<file path="config.mk">
export PLATFORM = sky130hd
export DESIGN_NAME = rrt_nearest_and_steer_top
export DESIGN_NICKNAME = d
export VERILOG_FILES = /design/src/hw/rtl/rrt_pkg.sv /design/src/hw/rtl/rrt_nearest_and_steer_top.sv /design/src/hw/rtl/rrt_queue.sv /design/src/hw/rtl/rrt_back.sv
export SDC_FILE = /design/constraint.sdc
export NUM_CORES = 2
export LEC_CHECK = 0
export BUFFER_PORTS_ARGS = -buffer_cell sky130_fd_sc_hd__buf_2
export CORE_ASPECT_RATIO = 2
export CORE_MARGIN = 10
export CORE_UTILIZATION = 50
export CTS_CLUSTER_DIAMETER = 100
export DETAILED_ROUTE_END_ITERATION = 10
export PLACE_DENSITY = 0.62
export SYNTH_ARGS = -nofsm -noshare
export SYNTH_HDL_FRONTEND = slang
export SYNTH_SLANG_ARGS = --single-unit
</file>
<file path="constraint.sdc">
create_clock -name clk_i -period 21.9 [get_ports clk_i]
set_input_delay 4.38 -clock clk_i [delete_from_list [all_inputs] [get_ports clk_i]]
set_output_delay 4.38 -clock clk_i [all_outputs]
set_load 0.02 [all_outputs]
</file>
<file path="src/hw/rtl/rrt_pkg.sv">
package rrt_pkg;

  localparam int MaxNodesDef  = 128;
  localparam int CoordBitsDef = 7;
  localparam int CfgIdxBits   = 2;
  localparam int OutBits      = 7;

  localparam logic [CfgIdxBits-1:0] CfgRootCol = 2'd0;
  localparam logic [CfgIdxBits-1:0] CfgRootRow = 2'd1;
  localparam logic [CfgIdxBits-1:0] CfgStep    = 2'd2;

  localparam int RootReset = 49;
  localparam int StepReset = 10;

endpackage

</file>
<file path="src/hw/rtl/rrt_nearest_and_steer_top.sv">
// A sample passes through the node scan (a read and a compare state per stored node),
// then the integer square root and, for a steered sample, two serial divides (column,
// then row) before the result is valid.
// Throughput: one sample at a time in the back; a 2-entry queue in front.
// Reset (async, active low): tree holds the root only, registers take
// root 49,49 and step 10; node store contents are undefined.
module rrt_nearest_and_steer_top import rrt_pkg::*; #(
  parameter int MAX_NODES  = MaxNodesDef,
  parameter int COORD_BITS = CoordBitsDef
) (
  input  logic clk_i,
  input  logic rst_ni,
  input  logic cfg_we_i,
  input  logic [CfgIdxBits-1:0] cfg_idx_i,
  input  logic [COORD_BITS-1:0] cfg_data_i,
  input  logic in_valid_i,
  output logic in_ready_o,
  input  logic [COORD_BITS-1:0] sample_col_i,
  input  logic [COORD_BITS-1:0] sample_row_i,
  output logic out_valid_o,
  input  logic out_ready_i,
  output logic [OutBits-1:0] new_col_o,
  output logic [OutBits-1:0] new_row_o,
  output logic [OutBits-1:0] new_index_o,
  output logic [OutBits-1:0] parent_index_o,
  output logic stored_o
);
  logic [COORD_BITS-1:0] root_col_q, root_row_q, step_q;
  logic qv, qr;
  logic [2*COORD_BITS-1:0] qd;

  // config registers
  always_ff @(posedge clk_i or negedge rst_ni) begin
    if (!rst_ni) begin
      root_col_q <= COORD_BITS'(RootReset);
      root_row_q <= COORD_BITS'(RootReset);
      step_q <= COORD_BITS'(StepReset);
    end else if (cfg_we_i) begin
      case (cfg_idx_i)
        CfgRootCol: root_col_q <= cfg_data_i;
        CfgRootRow: root_row_q <= cfg_data_i;
        CfgStep:    step_q <= cfg_data_i;
        default: ;
      endcase
    end
  end

  rrt_queue #(.W(2*COORD_BITS)) u_q (
    .clk_i, .rst_ni, .in_valid_i, .in_ready_o,
    .in_data_i({sample_col_i, sample_row_i}),
    .out_valid_o(qv), .out_ready_i(qr), .out_data_o(qd)
  );

  rrt_back #(.MAX_NODES(MAX_NODES), .COORD_BITS(COORD_BITS)) u_back (
    .clk_i, .rst_ni, .root_col_i(root_col_q), .root_row_i(root_row_q),
    .step_i(step_q), .in_valid_i(qv), .in_ready_o(qr), .in_data_i(qd),
    .out_valid_o, .out_ready_i, .new_col_o, .new_row_o, .new_index_o,
    .parent_index_o, .stored_o
  );
endmodule

</file>
<file path="src/hw/rtl/rrt_queue.sv">
// Two-entry queue of samples between the front and the back.
module rrt_queue import rrt_pkg::*; #(
  parameter int W = 14
) (
  input  logic         clk_i,
  input  logic         rst_ni,
  input  logic         in_valid_i,
  output logic         in_ready_o,
  input  logic [W-1:0] in_data_i,
  output logic         out_valid_o,
  input  logic         out_ready_i,
  output logic [W-1:0] out_data_o
);
  logic [W-1:0] mem_q [2];
  logic         wp_q, rp_q;
  logic [1:0]   cnt_q;
  logic         push, pop;

  assign in_ready_o  = (cnt_q != 2'd2);
  assign out_valid_o = (cnt_q != 2'd0);
  assign out_data_o  = mem_q[rp_q];
  assign push = in_valid_i && in_ready_o;
  assign pop  = out_valid_o && out_ready_i;

  always_ff @(posedge clk_i) begin
    if (push) mem_q[wp_q] <= in_data_i;
  end

  always_ff @(posedge clk_i or negedge rst_ni) begin
    if (!rst_ni) begin
      wp_q <= 1'b0;
      rp_q <= 1'b0;
      cnt_q <= 2'd0;
    end else begin
      if (push) wp_q <= ~wp_q;
      if (pop) rp_q <= ~rp_q;
      cnt_q <= cnt_q + {1'b0, push} - {1'b0, pop};
    end
  end
endmodule

</file>
<file path="src/hw/rtl/rrt_back.sv">
// Scan, integer square root, steering divide, store write, result register.
module rrt_back import rrt_pkg::*; #(
  parameter int MAX_NODES  = MaxNodesDef,
  parameter int COORD_BITS = CoordBitsDef
) (
  input  logic                  clk_i,
  input  logic                  rst_ni,
  input  logic [COORD_BITS-1:0] root_col_i,
  input  logic [COORD_BITS-1:0] root_row_i,
  input  logic [COORD_BITS-1:0] step_i,
  input  logic                  in_valid_i,
  output logic                  in_ready_o,
  input  logic [2*COORD_BITS-1:0] in_data_i,
  output logic                  out_valid_o,
  input  logic                  out_ready_i,
  output logic [OutBits-1:0]    new_col_o,
  output logic [OutBits-1:0]    new_row_o,
  output logic [OutBits-1:0]    new_index_o,
  output logic [OutBits-1:0]    parent_index_o,
  output logic                  stored_o
);
  localparam int CB = COORD_BITS;
  localparam int IB = $clog2(MAX_NODES);
  localparam int NB = $clog2(MAX_NODES + 1);
  localparam int SB = 2*CB + 1;            // squared distance
  localparam int PB = 2*CB + 1;            // |step*diff|
  localparam int SQI = (SB + 1) / 2;       // sqrt iterations
  localparam int KB = $clog2(PB + 2);      // divide step counter

  typedef enum logic [6:0] {
    S_IDLE = 7'b0000001, S_RD = 7'b0000010, S_CMP = 7'b0000100,
    S_SQRT = 7'b0001000, S_DIVC = 7'b0010000, S_DIVR = 7'b0100000,
    S_OUT = 7'b1000000
  } state_e;
  state_e st_q;

  logic [CB-1:0] mcol [MAX_NODES];
  logic [CB-1:0] mrow [MAX_NODES];
  logic [CB-1:0] rc_q, rr_q;
  logic          rz_q;

  logic [NB-1:0] cnt_q;
  logic [IB-1:0] idx_q, rdi_q, best_q;
  logic [CB-1:0] sc_q, sr_q, nc_q, nr_q;
  logic [SB-1:0] best_sq_q, v_q;
  logic [SB:0]   res_q, bit_q;
  logic          last_q;
  logic [PB-1:0] num_q, quo_q, rem_q;
  logic [KB-1:0] k_q;
  logic          neg_q;
  logic [CB-1:0] oc_q, or_q;

  // registered store read
  always_ff @(posedge clk_i) begin
    rc_q <= mcol[rdi_q];
    rr_q <= mrow[rdi_q];
    rz_q <= (rdi_q == '0);
  end

  // squared distance of the node under compare
  logic [CB-1:0] pc, pr;
  logic signed [CB:0] dcs, drs;
  logic signed [2*CB+1:0] dcsq, drsq;
  logic [SB-1:0] q;
  assign pc   = rz_q ? root_col_i : rc_q;
  assign pr   = rz_q ? root_row_i : rr_q;
  assign dcs  = $signed({1'b0, sc_q}) - $signed({1'b0, pc});
  assign drs  = $signed({1'b0, sr_q}) - $signed({1'b0, pr});
  assign dcsq = dcs * dcs;
  assign drsq = drs * drs;
  assign q    = dcsq[SB-1:0] + drsq[SB-1:0];

  logic full;
  assign full = (cnt_q == NB'(MAX_NODES));
  assign in_ready_o = (st_q == S_IDLE);

  // sqrt trial and steering helpers
  logic [SB:0] trial;
  assign trial = res_q + bit_q;
  logic steer;
  assign steer = res_q > {{(SB+1-CB){1'b0}}, step_i};

  logic signed [CB:0] dsel, ndsel;
  logic [CB-1:0] absd;
  logic [2*CB-1:0] prod;
  logic [PB-1:0] absd_prod;
  assign dsel = (st_q == S_DIVR) ? $signed({1'b0, sr_q}) - $signed({1'b0, nr_q})
                                 : $signed({1'b0, sc_q}) - $signed({1'b0, nc_q});
  assign ndsel = -dsel;
  assign absd = dsel[CB] ? ndsel[CB-1:0] : dsel[CB-1:0];
  assign prod = absd * step_i;
  assign absd_prod = {1'b0, prod};

  // restoring divide step, divisor is the square root
  logic [PB:0] rsh, rdiff;
  assign rsh   = {rem_q, num_q[PB-1]};
  assign rdiff = rsh - res_q;

  // floor for negative offsets rounds the magnitude up
  logic [PB-1:0] qf;
  assign qf = quo_q + {{(PB-1){1'b0}}, neg_q && (rem_q != '0)};

  logic out_load;
  assign out_load = (st_q == S_OUT) && (!out_valid_o || out_ready_i);

  always_ff @(posedge clk_i or negedge rst_ni) begin
    if (!rst_ni) begin
      st_q <= S_IDLE;
      cnt_q <= NB'(1);
      out_valid_o <= 1'b0;
      idx_q <= '0; rdi_q <= '0; best_q <= '0;
      last_q <= 1'b0;
      sc_q <= '0; sr_q <= '0; nc_q <= '0; nr_q <= '0;
      best_sq_q <= '0; v_q <= '0; res_q <= '0; bit_q <= '0;
      num_q <= '0; quo_q <= '0; rem_q <= '0; k_q <= '0; neg_q <= 1'b0;
      oc_q <= '0; or_q <= '0;
      new_col_o <= '0; new_row_o <= '0; new_index_o <= '0;
      parent_index_o <= '0; stored_o <= 1'b0;
    end else begin
      // result register handshake
      if (out_load) out_valid_o <= 1'b1;
      else if (out_ready_i) out_valid_o <= 1'b0;
      case (st_q)
        S_IDLE: if (in_valid_i) begin
          {sc_q, sr_q} <= in_data_i;
          rdi_q <= '0; idx_q <= '0; best_q <= '0;
          best_sq_q <= '1;
          last_q <= (cnt_q == NB'(1));
          st_q <= S_RD;
        end
        S_RD: begin
          // read of rdi_q is in flight; advance address
          idx_q <= rdi_q;
          if (!last_q) rdi_q <= rdi_q + 1'b1;
          last_q <= (NB'(rdi_q) + NB'(2) >= cnt_q);
          st_q <= S_CMP;
        end
        S_CMP: begin
          if (q < best_sq_q) begin
            best_sq_q <= q; best_q <= idx_q;
            nc_q <= pc; nr_q <= pr;
          end
          if (NB'(idx_q) + NB'(1) >= cnt_q) begin
            st_q <= S_SQRT;
            res_q <= '0;
            bit_q <= (SB+1)'(1) << (2*(SQI-1));
            v_q <= (q < best_sq_q) ? q : best_sq_q;
          end else begin
            st_q <= S_RD;
          end
        end
        S_SQRT: begin
          if ({1'b0, v_q} >= trial) begin
            v_q <= v_q - trial[SB-1:0];
            res_q <= (res_q >> 1) + bit_q;
          end else begin
            res_q <= res_q >> 1;
          end
          bit_q <= bit_q >> 2;
          if (bit_q[0]) begin
            st_q <= S_DIVC;
            k_q <= '0;
          end
        end
        S_DIVC, S_DIVR: begin
          if (!steer) begin
            oc_q <= sc_q; or_q <= sr_q;
            st_q <= S_OUT;
          end else if (k_q == '0) begin
            num_q <= absd_prod; neg_q <= dsel[CB];
            rem_q <= '0; quo_q <= '0;
            k_q <= KB'(1);
          end else if (k_q <= KB'(PB)) begin
            num_q <= {num_q[PB-2:0], 1'b0};
            k_q <= k_q + 1'b1;
            if (rsh >= res_q) begin
              rem_q <= rdiff[PB-1:0];
              quo_q <= {quo_q[PB-2:0], 1'b1};
            end else begin
              rem_q <= rsh[PB-1:0];
              quo_q <= {quo_q[PB-2:0], 1'b0};
            end
          end else begin
            if (st_q == S_DIVC) begin
              oc_q <= neg_q ? nc_q - qf[CB-1:0] : nc_q + qf[CB-1:0];
              st_q <= S_DIVR;
            end else begin
              or_q <= neg_q ? nr_q - qf[CB-1:0] : nr_q + qf[CB-1:0];
              st_q <= S_OUT;
            end
            k_q <= '0;
          end
        end
        S_OUT: if (out_load) begin
          new_col_o <= OutBits'(oc_q);
          new_row_o <= OutBits'(or_q);
          parent_index_o <= OutBits'(best_q);
          stored_o <= !full;
          new_index_o <= full ? '0 : OutBits'(cnt_q);
          if (!full) cnt_q <= cnt_q + 1'b1;
          st_q <= S_IDLE;
        end
        default: st_q <= S_IDLE;
      endcase
    end
  end

  // store write
  always_ff @(posedge clk_i) begin
    if (out_load && !full) begin
      mcol[IB'(cnt_q)] <= oc_q;
      mrow[IB'(cnt_q)] <= or_q;
    end
  end
endmodule

</file>
==> summary.md <==
| Metric | Value |
|---|---|
| WHS | between 0.4 and 0.5 ns |
| # Max-Cap Violations | 0 |
| Syn_nets | 5428 |
| Synthesized-area fraction occupied by xor and xnor cells | 1.542% |
| Placer's final routability congestion estimate | 0.8971 |
| Multiplexer share of the synthesized area | 16.04% |
| Hpwl dp | 156.5 mm |
| Ratio of cells with drive above 1 in the final layout | 23.14% |
| Setup TNS | 0 ns |
| Postcts setup bufs | 0 |
| Synthesis-to-finish area growth | 10.76% |
| Status | finished, final reports clean |
| Global route overflow | 0 |
| Most frequent cells in the layout | edfxtp_1 (1820), mux4_2 (588), nand2_1 (335) |
| Critical path arrival | 12.00 ns |
| Total clock sinks | 2066 |
| Design Power | 9.037 mW |
| Avg Vias per Cell | 6.022 |
| Worst-path fanout max | 52 |
| Commonest non-fill, non-tap cell in the layout | edfxtp_1 |
| WP buf/inv | 5 |
| DRC Markers | 0 |
| Final Setup Violations | 0 |
| Largest net degree at the start of global routing | 152 |
| Clock root buffer master | clkbuf_16 |
| Port-buffer cells | 58 |
| Nets | 5601 |
| Starting Density | approximately half |
| Setup ws final | between 10 and 15 ns |
| CP peak stage delay | 0.91 ns |
| Total CTS buffers | 184 |
| Layout Cells excl Fill | 7697 |
| Yosys cell types | 72 |
| All-Layer GR Usage | 23.27% |
| Post-Syn Area | 90310 um^2 |
| Startpoint types | flip-flop |
| CP most frequent cell | fa_1 |
| WL final | 230.7 mm |
| Antenna violations before repair | 4 |
| Die area | approximately 200000 um^2 |
| Fin crit period | 11.36 ns |
| Top_reg_cell synth | edfxtp_1 |
| Seq cells post-synth | 2066 |
| Slowest-stage cell, CP | dfxtp_1 |
| Leakage | roughly 39 nW |
| Clock buffer depth | 4 |
| Dpl ws | 10.60 ns |
| DP Cell Count | between 7000 and 8000 |
| Placement Rows | 220 |
| Syn_area_per_cell | between 15 and 20 um^2 |
| H-tree depth | 4 |
| Final-layout fill cell count | 13810 |
| Top cell type's share of synthesized area | 60.52% |
| Sequential element share of the synthesized area | 67.26% |
| Initial DRC count | 3825 |
| Warnings from Yosys | 0 |
| Die W | 320.5 um |
| Worst Skew | 0.05812 ns |
| CTS tree | built |
| Worst skew pair latency | 0.86 ns |
| Post-synth top area cell | edfxtp_1 |
| Vias in the first global route | 49370 |
| Final worst-path cycle share | 51.86% |
| Placeable Area | around 180000 um^2 |
| Maximum clock frequency | 88.05 MHz |
| Cts hold-fix bufs | 0 |
| Detailed-route via count | 46350 |
| Crit path max-delay family | adder cells |
| Worst-path clk slew | 0.07 ns |
| Post-route ant nets | 0 |
| Slew HR | 3.660% |
| Worst EP required | approximately 23 ns |
| Die height | around 620 um |
| I/O Pins | 59 |
| Max-slew violations | 0 |
| Routed WL per cell | 29.97 um |
| RSZ-0062 raised after global routing | false |
| Number of synthesized flops with an enable pin | between 1500 and 2000 |
| Worst Max-Slew Pin Slew | 1.426 ns |
| Final hold violations | 0 |
| Area contributors post-synth | edfxtp_1 (61%), mux4_2 (15%), dfrtp_1 (6.1%) |
| P per Cell Area | between 90 and 100 nW/um^2 |
| DRT Pass-1 Iters | 5 |
| Synth Area in Adders | 6.079% |
| Post_cts resized | 0 |
| CP Class | flip-flop to flip-flop |
| VDD IR max | 164.5 uV |
| First-pass GRT wire length | around 340 mm |
| Synth Area in Simple Gates | 4.090% |
| Worst min path class | flip-flop to flip-flop |
| Asr flop ratio synth | approximately 11% |
| Synth Instances | 5044 |
| Main combinational cell family by area after synthesis | multiplexers |
| Complex-gate fraction of the synthesized area | 2.891% |
| Setup crit end kind | flip-flop |
metal layers:
metal	GRT usage (%)	vias up	part of all wire [%]
li1	-	19940	-
met1	24.72	24740	34
met2	44.28	1213	57
met3	2.422	460	3.7
met4	12.82	0	6.3
met5	0	-	0
final cells by class:
| class | instances | area, um^2 | share of cell area, % |
|---|---|---|---|
| diodes | 7 | 17.52 | 0.01751 |
| inverters | 272 | 1021 | 1.021 |
| clock inverters | 94 | 967.2 | 0.9669 |
| flip-flops and latches | 2066 | 60820 | 60.80 |
| well taps | 2331 | 2917 | 2.916 |
| multi-input cells | 2492 | 27890 | 27.88 |
| repair buffers | 201 | 1411 | 1.411 |
| clock buffers | 234 | 4994 | 4.992 |
tightest hold or removal path, delay by kind of cell, from the launching register on:
family,cells,cell delay (ns)
flip-flops,1,0.34
AND/OR/NAND/NOR,2,0.09
power breakdown:
| part | total [mW] | switching [mW] | internal, mW |
|---|---|---|---|
| Combinational | 1.44 | 0.855 | 0.590 |
| Sequential | 4.32 | 0.0420 | 4.28 |
| Clock | 3.27 | 1.43 | 1.84 |
synthesized netlist by cell type (all sizes together) (17+ instances only):
master,instances
ha,218
clkbuf,153
mux4,588
buf,61
nand2,335
o21a,18
nor2b,18
and2,21
fa,138
xnor2,113
xor2,46
dfrtp,221
a31oi,27
and3,17
a21o,42
nor3,45
a21oi,101
mux2i,58
nor2,302
nand3,49
edfxtp,1820
mux2,59
inv,270
o21ai,131
final timing paths:
check / start / to / slack [ns] / depth (start not counted)
worst max register to register: u_back.rz_q / u_back.nc_q[0] / 10.54 / 35
worst min-delay path: u_back.parent_index_o[2] / u_back.parent_index_o[2] / 0.46 / 2
min in group asynchronous: rst_ni / u_back.rem_q[2] / 3.52 / 1
worst max-delay path: u_back.rz_q / u_back.nc_q[0] / 10.54 / 35
max in group asynchronous: rst_ni / u_back.or_q[4] / 16.83 / 2
worst min register to register: u_back.parent_index_o[2] / u_back.parent_index_o[2] / 0.46 / 2
kinds of logic after synthesis:
kind of cell	after synthesis
flops	2066
simple gates	854
mux	705
buf+inv	486
compound gates	418
fa+ha+maj	356
xor+xnor	159
state kept, by name, indices dropped and copies added (netlist names), 8 cells and up:
register,count
u_back.v_q,15
u_back.mcol,896
u_back.best_sq_q,15
u_back.rem_q,15
u_back.bit_q,8
u_back.res_q,16
u_back.cnt_q,8
u_back.num_q,15
u_back.mrow,896
u_q.mem_q,28
per-stage QoR:
stage | cell area [um^2] | utilization, %
floorplan | 90310 | -
global placement | 94050 | 52.32
detailed placement | 94050 | 52.32
CTS | 100000 | 55.64
global route | 100000 | 55.64
finish | 100000 | 55.65
Note: power is estimated with default switching activity, not from simulation.
